==> src/hw/rtl/safezone_stop_tracker_assert.svh <==
// Assertion macros for the safezone stop tracker
`ifndef SAFEZONE_STOP_TRACKER_ASSERT_SVH
`define SAFEZONE_STOP_TRACKER_ASSERT_SVH
`ifndef ASSERT_OFF
`define SZ_ASSERT_IMPL(label, clk, rst, prop) \
   label: assert property (@(posedge clk) disable iff (rst) (prop)) \
      else $error("assertion failed");
`define SZ_ASSERT_NEXT(label, clk, rst, pre, post) \
   label: assert property (@(posedge clk) disable iff (rst) (pre) |=> (post)) \
      else $error("assertion failed");
`else
`define SZ_ASSERT_IMPL(label, clk, rst, prop)
`define SZ_ASSERT_NEXT(label, clk, rst, pre, post)
`endif
`endif

==> src/hw/rtl/szst_divider.sv <==
`timescale 1ns / 1ps
// Restoring divider, one quotient bit per cycle.
module szst_divider #(
   parameter int NUM_W = 48,
   parameter int DEN_W = 11
) (
   input  logic             clock,
   input  logic             reset,
   input  logic             start,
   input  logic [NUM_W-1:0] numer,
   input  logic [DEN_W-1:0] denom,
   output logic             done,
   output logic [NUM_W-1:0] quot
);
   localparam int CNT_W = $clog2(NUM_W + 1);
   logic [NUM_W-1:0] q_ff, q_in;
   logic [DEN_W:0]   r_ff, r_in;
   logic [DEN_W-1:0] d_ff;
   logic [CNT_W-1:0] cnt_ff, cnt_in;
   logic             busy_ff, busy_in, done_ff, done_in;
   logic [DEN_W+1:0] trial;

   always_comb begin
      q_in = q_ff;
      r_in = r_ff;
      cnt_in = cnt_ff;
      busy_in = busy_ff;
      done_in = 1'b0;
      trial = {r_ff, q_ff[NUM_W-1]} - {2'b0, d_ff};
      if (start) begin
         q_in = numer;
         r_in = '0;
         cnt_in = CNT_W'(NUM_W);
         busy_in = 1'b1;
      end else if (busy_ff) begin
         // shift in next numerator bit, subtract if it fits
         if (!trial[DEN_W+1]) begin
            r_in = trial[DEN_W:0];
            q_in = {q_ff[NUM_W-2:0], 1'b1};
         end else begin
            r_in = {r_ff[DEN_W-1:0], q_ff[NUM_W-1]};
            q_in = {q_ff[NUM_W-2:0], 1'b0};
         end
         cnt_in = cnt_ff - 1'b1;
         if (cnt_ff == CNT_W'(1)) begin
            busy_in = 1'b0;
            done_in = 1'b1;
         end
      end
   end

   always_ff @(posedge clock) begin
      if (reset) begin
         busy_ff <= 1'b0;
         done_ff <= 1'b0;
         cnt_ff <= '0;
      end else begin
         busy_ff <= busy_in;
         done_ff <= done_in;
         cnt_ff <= cnt_in;
      end
      q_ff <= q_in;
      r_ff <= r_in;
      if (start) d_ff <= denom;
   end

   assign done = done_ff;
   assign quot = q_ff;
endmodule

==> config.mk <==
export PLATFORM = sky130hd
export DESIGN_NAME = szst_divider
export DESIGN_NICKNAME = d
export VERILOG_FILES = /design/src/hw/rtl/safezone_stop_tracker_assert.svh /design/src/hw/rtl/szst_divider.sv
export SDC_FILE = /design/constraint.sdc
export NUM_CORES = 1
export LEC_CHECK = 0
export BUFFER_PORTS_ARGS = -buffer_cell sky130_fd_sc_hd__buf_2
export CAP_MARGIN = 20
export CORE_MARGIN = 10
export CORE_UTILIZATION = 40
export CTS_CLUSTER_DIAMETER = 150
export CTS_CLUSTER_SIZE = 14
export DETAILED_ROUTE_END_ITERATION = 10
export PLACE_DENSITY = 0.67
export REMOVE_ABC_BUFFERS = 1
export SETUP_SLACK_MARGIN = 0.4
export SLEW_MARGIN = 40
export SYNTH_ARGS = -nofsm -noshare
export SYNTH_HDL_FRONTEND = slang
export SYNTH_SLANG_ARGS = --single-unit
==> constraint.sdc <==
create_clock -name clock -period 2.2 [get_ports clock]
set_input_delay 0.11 -clock clock [delete_from_list [all_inputs] [get_ports clock]]
set_output_delay 0.11 -clock clock [all_outputs]
set_load 0.1 [all_outputs]
==> flow_summary.toml, run 1 <==
[outcome]
status = "finished with violations"
violations = "setup timing"

[final_layout]
antennaDiodeCount = 0
stdcell_count = 618
fin_area_um2 = 5370
syn2layout_area_growth_pct = 33.7
nets = 556
drive_above_1_share = 0.480
fin_util = 0.549

[synth]
synth.cell_area_um2 = 4010
async_reset_ff_frac = 0
synthTopCellsByArea = "edfxtp_1 (44%), mux2_2 (13%), dfxtp_1 (10%), ha_1 (4.1%), nor2_1 (2.1%)"
yosysWarnings = 0
ys_seq_elements = 79
yosysMostFrequentCell = "edfxtp_1"
synth_top_family_by_area = "multiplexers"
postSynthCellCount = 330
yosys.cell_types.count = 55
synth_commonest_cells = "edfxtp_1 (59), mux2_2 (47), nor2_1 (22)"
seq_area_frac_synth = 0.541
synth_xor_area_frac = 0.0175
muxShareOfSynthArea = 0.137
synth_compound_area_frac = 0.113
synth_top_area_frac = 0.442
synth_edf_count = 59
synthAdderAreaFrac = 0.0455
yosysTopAreaCell = "edfxtp_1"
synth-simple-area-share = 0.107
synth.avg_cell_area_um2 = 12.2
synthFlopType = "edfxtp_1"

[critical_path]
worstPathArrival_ns = 2.46
worst-setup-path-type = "reg2reg"
cp-end-kind = "flop"
cp.required_ns = 2.45
critPathMaxFanout = 5
start_kind = "flop"

[sta]
slew_violations = 0
rsz0062_at_grt = "yes"
period_minus_slack_ns = 2.21
slew_headroom = 0.653
setup_tns_ns = -0.0129
finalHoldViolations = 0
fmax_ghz = 0.452
holdWs_ns = 0.0266
final.setup_skew_ns = 0.00920
fin_ws_ns = -0.0129
finalCritPeriodShare = 1.01
worstMarginPinSlew_ns = 0.520
setup_viol = 1

[pwr]
p_per_area_nw_per_um2 = 899
total_power_mw = 4.83
ir_drop_mv = 0.670
p_leak_nw = 2.20

[detailed_routing]
drt-pass1-iter-count = 4
viasPerCell = 5.22
vias = 3223
drtAntennaViolNets = 0
post_drt_wl_per_cell_um = 16.9
drt_first_iter_violations = 207
drc_errors = 0
routed_wl_mm = 10.4

[floorplan]
ios = 111
die_w_um = 120
rows = 36
die_area_um2 = 14400
initial_core_util = 0.411
core_area_um2 = 9770
die_h_um = 120

[place]
dpl_cell_area_um2 = 4800
io_buffer_count = 110
dpl.hpwl_mm = 7.63
dp.cells = 576
post-place-ws_ns = -0.165
gp_congestion = 0.804

[clock_network]
cts_tree = "done"
cts_buffers = 9
clock_sinks = 79
clk_path_buf_depth = 2
cts-root-buf = "clkbuf_8"
cts.reportedPaths.clkPinSlew_ns = 0.08
htreeDepth = 3
clock_latency_ns = 0.36

[global_routing]
grt-ovfl-total = 0
grt_pass1_wl_mm = 16.8
grt_pass1_vias = 3354
grt_use_total = 0.144
grt_max_degree = 43
antenna_found_initial = 0

[run]
maxCapViolations = 0

[hold_path]
hold_path_class = "in2reg"
[worst max-delay path, stage by stage, from the launching register on]
cell and delay, ns:
edfxtp_1 0.39, ha_2 0.20, fa_2 0.34, nand2b_4 0.16
a21oi_4 0.18, o211a_1 0.21, mux2i_1 0.23, o211ai_1 0.11
a311oi_1 0.29
[what timing repair did]
action / CTS / global route
setup buffers: 3 / 9
hold buffers: 11 / 0
hold endpoints to repair: 11 / 0
setup endpoints to repair: 13 / 14
gates cloned: 3 / 0
pin swaps: 17 / 13
gates resized for setup: 26 / 9
[state kept, by name, indices dropped and copies added, names as in the netlist]
| register | cells |
|---|---|
| d_ff | 11 |
| busy_ff | 1 |
| quot | 48 |
| r_ff | 12 |
| done | 1 |
| cnt_ff | 6 |
[cell families after synthesis]
kind of cell	after synthesis
AO/OA/AOI/OAI	61
multiplexers	49
flip-flops	79
adder cells (fa/ha/maj)	14
AND/OR/NAND/NOR	83
XOR/XNOR	8
buffers and inverters	36
[path summary, 6_finish.rpt]
check	from	end	slack, ns	cells past startpoint
setup reg to reg	d_ff[0]$_DFFE_PP_	r_ff[10]$_SDFFE_PP0P_	-0.01	8
hold reg to reg	r_ff[8]$_SDFFE_PP0P_	r_ff[8]$_SDFFE_PP0P_	0.49	2
hold / removal	reset	busy_ff$_SDFF_PP0_	0.03	2
setup / recovery	d_ff[0]$_DFFE_PP_	r_ff[10]$_SDFFE_PP0P_	-0.01	8
[placed cells by master (no fill, tap or decap), types with 3 or more instances in the layout]
| master | n |
|---|---|
| a21oi_1 | 9 |
| a311oi_1 | 5 |
| buf_2 | 110 |
| buf_4 | 25 |
| buf_6 | 4 |
| clkbuf_1 | 3 |
| clkbuf_8 | 9 |
| dfxtp_1 | 20 |
| dlygate4sd3_1 | 11 |
| edfxtp_1 | 59 |
| ha_1 | 10 |
| inv_1 | 19 |
| mux2_2 | 47 |
| nand2_1 | 12 |
| nand2b_1 | 4 |
| nand3_1 | 15 |
| nand4_1 | 3 |
| nor2_1 | 21 |
| nor3_1 | 10 |
| nor4_1 | 3 |
| o211ai_1 | 7 |
| o21ai_0 | 8 |
| o21ai_2 | 6 |
| xnor2_1 | 5 |
| xor2_1 | 3 |
[layout make-up]
cell class	count	area, um^2
clock buffers	12	135
clock inverters	4	72.6
fillers	850	4410
inverters	21	78.8
multi-input cells	218	1830
flip-flops and latches	79	2170
well taps	133	166
repair buffers	151	913
[power by group]
group	internal, mW	total [mW]	switching (mW)
combinational	0.542	1.78	1.24
sequential	1.78	1.89	0.105
clock	0.639	1.16	0.520
total	2.96	4.83	1.86
[routing by layer]
metal,global-route usage,up-vias,wire length (um)
li1,-,1553,-
met1,0.171,1530,4470
met2,0.219,131,4760
met3,0.0722,9,1060
met4,0.0543,0,157
met5,0,-,0
Power figures use the tool's default switching activity.
==> inputs of run 2 (changes only) <==
CORE_UTILIZATION = 47   (was 40)
PLACE_DENSITY = 0.77   (was 0.67)
SETUP_SLACK_MARGIN = 0.2   (was 0.4)
SKIP_LAST_GASP = 1   (was not set)
==> flow_summary.toml, run 2 (synthesis results as in run 1) <==
[place]
dp.cells = 546
post-place-ws_ns = -0.196
gp_congestion = 0.838
io_buffer_count = 110
dpl.hpwl_mm = 7.52

[clock_network]
cts_tree = "done"
clock_sinks = 79
clock_latency_ns = 0.35
cts.reportedPaths.clkPinSlew_ns = 0.08
htreeDepth = 3
cts_buffers = 9
clk_path_buf_depth = 2
cts-root-buf = "clkbuf_8"

[pwr]
p_int_mw = 2.70
sw_frac_of_total = 0.411
power_frac_clock = 0.204
total_power_mw = 4.58
p_sw_mw = 1.88
p_leak_nw = 2.16
p_per_area_nw_per_um2 = 866
p_comb_frac = 0.383
seqPwrFrac = 0.413
ir_drop_mv = 0.604

[sta]
fmax_ghz = 0.443
slew_violations = 0
finalHoldViolations = 0
period_minus_slack_ns = 2.26
rsz0062_at_grt = "yes"
finalCritPeriodShare = 1.03
holdWs_ns = 0.0189
slew_headroom = 0.594
worstMarginPinSlew_ns = 0.609
final.setup_skew_ns = 0.00945
setup_viol = 4
fin_ws_ns = -0.0597

[floorplan]
rows = 33
initial_core_util = 0.486
die_w_um = 112
ios = 111
core_area_um2 = 8260
die_area_um2 = 12600
die_h_um = 112

[detailed_routing]
drtAntennaViolNets = 0
vias = 3223
drt-pass1-iter-count = 4
drc_errors = 0
viasPerCell = 5.53
routed_wl_mm = 10.5
drt_first_iter_violations = 145
post_drt_wl_per_cell_um = 18.1

[critical_path]
critPathMaxFanout = 3
cp.required_ns = 2.40
start_kind = "flop"
worstPathArrival_ns = 2.46
cp-end-kind = "flop"
worst-setup-path-type = "reg2reg"
cpMaxStageDelayCell = "edfxtp_1"
crit_path_cell_trace = "inv_1 -> ha_1 -> nor2b_4 -> o31a_1 -> o21a_1 -> or3_4 -> a2111oi_4 -> nor4_1"
cpPeakStageDelay_ns = 0.40

[final_layout]
antennaDiodeCount = 0
layout_common_cells = "buf_2 (110), edfxtp_1 (59), mux2_2 (47), dfxtp_1 (20)"
final_common_cell = "buf_2"
largest_reg_flops = 48
nets = 550
stdcell_count = 583
syn2layout_area_growth_pct = 32.0
drive_above_1_share = 0.479

[global_routing]
grt_use_met2 = 0.265
grt_pass1_vias = 3400
grt-ovfl-total = 0
grt_use_total = 0.164
grt_use_met3 = 0.0756
grt_max_degree = 40
antenna_found_initial = 0
grt-busiest-layer = "met2"
grtUsageMet1 = 0.178
grt_pass1_wl_mm = 17.0

[outcome]
status = "finished with violations"
violations = "setup timing"

[run]
maxCapViolations = 0

[hold_path]
hold_path_class = "in2reg"
[run 2: cell types whose count changed in the layout (fill, tap and decap cells not counted), moves of 2 or more]
cell	delta
o21ai_0	+3
bufinv_16	-2
ha_1	+2
o21ai_2	-5
o311ai_1	+2
buf_4	-9
o311ai_0	-2
clkbuf_1	-3
nor2_1	-2
buf_6	+2
nor2_2	+2
buf_12	+2
[run 2: final cells by class]
cell class	count	area (um^2)
clock buffer	9	124
clock inverter	6	37.5
fill	633	2960
inverter	21	78.8
multi-input combinational	217	1840
sequential	79	2170
tap	105	131
timing repair buffer	146	908
[run 2: path summary, 6_finish.rpt]
path                                            from                endpoint  slack, ns  depth (start not counted)
worst max-delay path               d_ff[1]$_DFFE_PP_    r_ff[5]$_SDFFE_PP0P_      -0.06                          8
worst min-delay path                           reset  cnt_ff[5]$_SDFFE_PP0P_       0.02                          2
worst max register to register     d_ff[1]$_DFFE_PP_    r_ff[5]$_SDFFE_PP0P_      -0.06                          8
worst min register to register  r_ff[8]$_SDFFE_PP0P_    r_ff[8]$_SDFFE_PP0P_       0.51                          2
[run 2: power by group through the flow]
stage	Clock, mW	Combinational, mW	Sequential [mW]
final	0.935	1.76	1.89
after global routing	0.998	1.86	1.91
after CTS	0.945	1.70	1.89
after detailed placement	0	1.59	1.91
after global placement	0	1.57	1.91
after floorplan	0	0.532	2.59
[run 2: through the flow]
| step | setup TNS (ns) | cell area [um^2] | utilization |
|---|---|---|---|
| finish | -0.171 | 5300 | 0.641 |
| global route | -1.23 | 5300 | 0.641 |
| CTS | -0.0804 | 5200 | 0.630 |
| detailed placement | -1.42 | 4770 | 0.578 |
| global placement | -0.361 | 4770 | 0.578 |
| floorplan | -8.71 | 3940 | - |
[run 2: what timing repair did]
| item | CTS | global route |
|---|---|---|
| pin swaps | 20 | 18 |
| setup buffers | 7 | 2 |
| hold buffers | 11 | 0 |
| cloned | 2 | 0 |
| setup endpoints to repair | 13 | 14 |
| endpoints found under the hold margin | 11 | 0 |
| resized for setup | 23 | 15 |
[run 2: critical path: cells and delay by family (launching register included)]
family,cells,cell delay [ns]
AND/OR/NAND/NOR,3,0.55
buffers and inverters,1,0.08
adder cells (fa/ha/maj),1,0.23
flip-flops,1,0.40
AO/OA/AOI/OAI,3,0.86
[run 2: routing by layer]
layer,vias up,wire length (um)
met3,18,1130
met5,-,0
li1,1539,-
met2,126,5000
met1,1540,4170
met4,0,234
==> inputs of run 3 (changes only) <==
CORE_UTILIZATION = 45   (was 47)
PLACE_DENSITY = 0.74   (was 0.77)
==> flow_summary.toml, run 3 (synthesis results as in run 1) <==
[outcome]
status = "completed"

[global_routing]
grt_pass1_wl_mm = 17.1
grt_max_degree = 40
grt_pass1_vias = 3396
grt_use_total = 0.163
grt-ovfl-total = 0
antenna_found_initial = 0

[clock_network]
cts_tree = "done"
clock_latency_ns = 0.37
cts-root-buf = "clkbuf_8"
htreeDepth = 3
cts_buffers = 9
cts.reportedPaths.clkPinSlew_ns = 0.10
clk_path_buf_depth = 2
clock_sinks = 79

[floorplan]
rows = 34
initial_core_util = 0.460
die_w_um = 114
die_h_um = 114
ios = 111
core_area_um2 = 8720
die_area_um2 = 13100

[critical_path]
worstRegToRegCells = 9
reg2reg_from = "d_ff[0]$_DFFE_PP_"
reg2reg_slack_ns = 0.0005
critPathMaxFanout = 8
reg2reg_to = "r_ff[2]$_SDFFE_PP0P_"
start_kind = "flop"
worstPathArrival_ns = 2.46
cp.required_ns = 2.46
worst-setup-path-type = "reg2reg"
cp-end-kind = "flop"

[place]
dp.cells = 552
io_buffer_count = 110
gp_congestion = 0.857
dpl.hpwl_mm = 7.66

[final_layout]
largest_reg_flops = 48
stdcell_count = 590
fin_util = 0.611
seq_area_um2 = 2170
syn2layout_area_growth_pct = 32.8
fillers = 700
multi_input_area_um2 = 1830
antennaDiodeCount = 0
layout_common_cells = "buf_2 (110), edfxtp_1 (59), mux2_2 (47)"
nets = 553
drive_above_1_share = 0.477
final_common_cell = "buf_2"

[detailed_routing]
drt_first_iter_violations = 152
vias = 3202
drtAntennaViolNets = 0
routed_wl_mm = 10.9
drt-pass1-iter-count = 4
viasPerCell = 5.43
post_drt_wl_per_cell_um = 18.5
drc_errors = 0

[hold_path]
holdPathStages = 2
hold_path_class = "in2reg"
holdPathEnd = "cnt_ff[3]$_SDFFE_PP0P_"
hold_start = "reset"

[sta]
setup_tns_ns = 0
rsz0062_at_grt = "yes"
setup_viol = 0
finalHoldViolations = 0
fmax_ghz = 0.455
slew_violations = 0
period_minus_slack_ns = 2.20
slew_headroom = 0.638
final.setup_skew_ns = 0.0132
worstMarginPinSlew_ns = 0.542
finalCritPeriodShare = 1.00

[pwr]
ir_drop_mv = 0.543
total_power_mw = 4.74
p_per_area_nw_per_um2 = 889
p_leak_nw = 2.18

[run]
maxCapViolations = 0
==> run 3: layer usage <==
metal,share of wire,routed length [um],global-route usage
met1,0.40,4410,0.182
met4,0.017,183,0.0568
met2,0.47,5160,0.259
met3,0.10,1140,0.0891
met5,0,0,0
==> run 3: critical path: stages (launching register included) <==
cell,delay (ns)
edfxtp_1,0.38
ha_2,0.20
fa_2,0.35
nand2b_4,0.16
a21oi_4,0.22
o21ai_4,0.09
a21oi_2,0.18
buf_6,0.15
o21ai_0,0.11
a311oi_1,0.27
==> run 3: final cells by class <==
type                    instances  area share
flip-flops and latches         79       0.408
multi-input cells             217       0.344
repair buffers                149       0.172
clock buffers                  10      0.0258
well taps                     108      0.0254
inverters                      21      0.0148
clock inverters                 6     0.00963
==> run 3: repair_timing <==
action / 4_1_cts / 5_1_grt
resized for setup: 13 / 21
cloned: 2 / 0
setup buffers: 5 / 4
pin swaps: 20 / 13
hold endpoints to repair: 11 / 0
endpoints found under the setup margin: 13 / 13
hold buffers: 11 / 0
==> run 3: worst max-delay path by stage <==
stage	start	to	slack, ns	cells after the start
2_1_floorplan	quot[47]$_DFFE_PP_	r_ff[10]$_SDFFE_PP0P_	-0.75	9
3_3_place_gp	quot[47]$_DFFE_PP_	r_ff[9]$_SDFFE_PP0P_	-0.07	10
3_5_place_dp	quot[47]$_DFFE_PP_	r_ff[10]$_SDFFE_PP0P_	-0.15	10
4_1_cts	d_ff[0]$_DFFE_PP_	r_ff[2]$_SDFFE_PP0P_	0.05	9
5_1_grt	quot[47]$_DFFE_PP_	r_ff[10]$_SDFFE_PP0P_	-0.12	9
6_report	d_ff[0]$_DFFE_PP_	r_ff[2]$_SDFFE_PP0P_	0.0005	9
==> run 3: through the flow <==
| step | hold WS [ns] | cell area, um^2 | worst slack, ns |
|---|---|---|---|
| 2_1_floorplan | 0.179 | 3940 | -0.747 |
| 3_3_place_gp | 0.288 | 4790 | -0.0674 |
| 3_5_place_dp | 0.289 | 4790 | -0.153 |
| 4_1_cts | 0.0106 | 5190 | 0.0451 |
| 5_1_grt | 0.0185 | 5330 | -0.115 |
| 6_report | 0.0198 | 5330 | 0.000479 |
==> run 3: power breakdown <==
group / total [mW] / internal (mW) / leakage [nW] / switching, mW
clock: 1.06 / 0.456 / 0.0875 / 0.606
combinational: 1.78 / 0.539 / 1.34 / 1.24
sequential: 1.89 / 1.78 / 0.755 / 0.110
total: 4.74 / 2.78 / 2.18 / 1.96
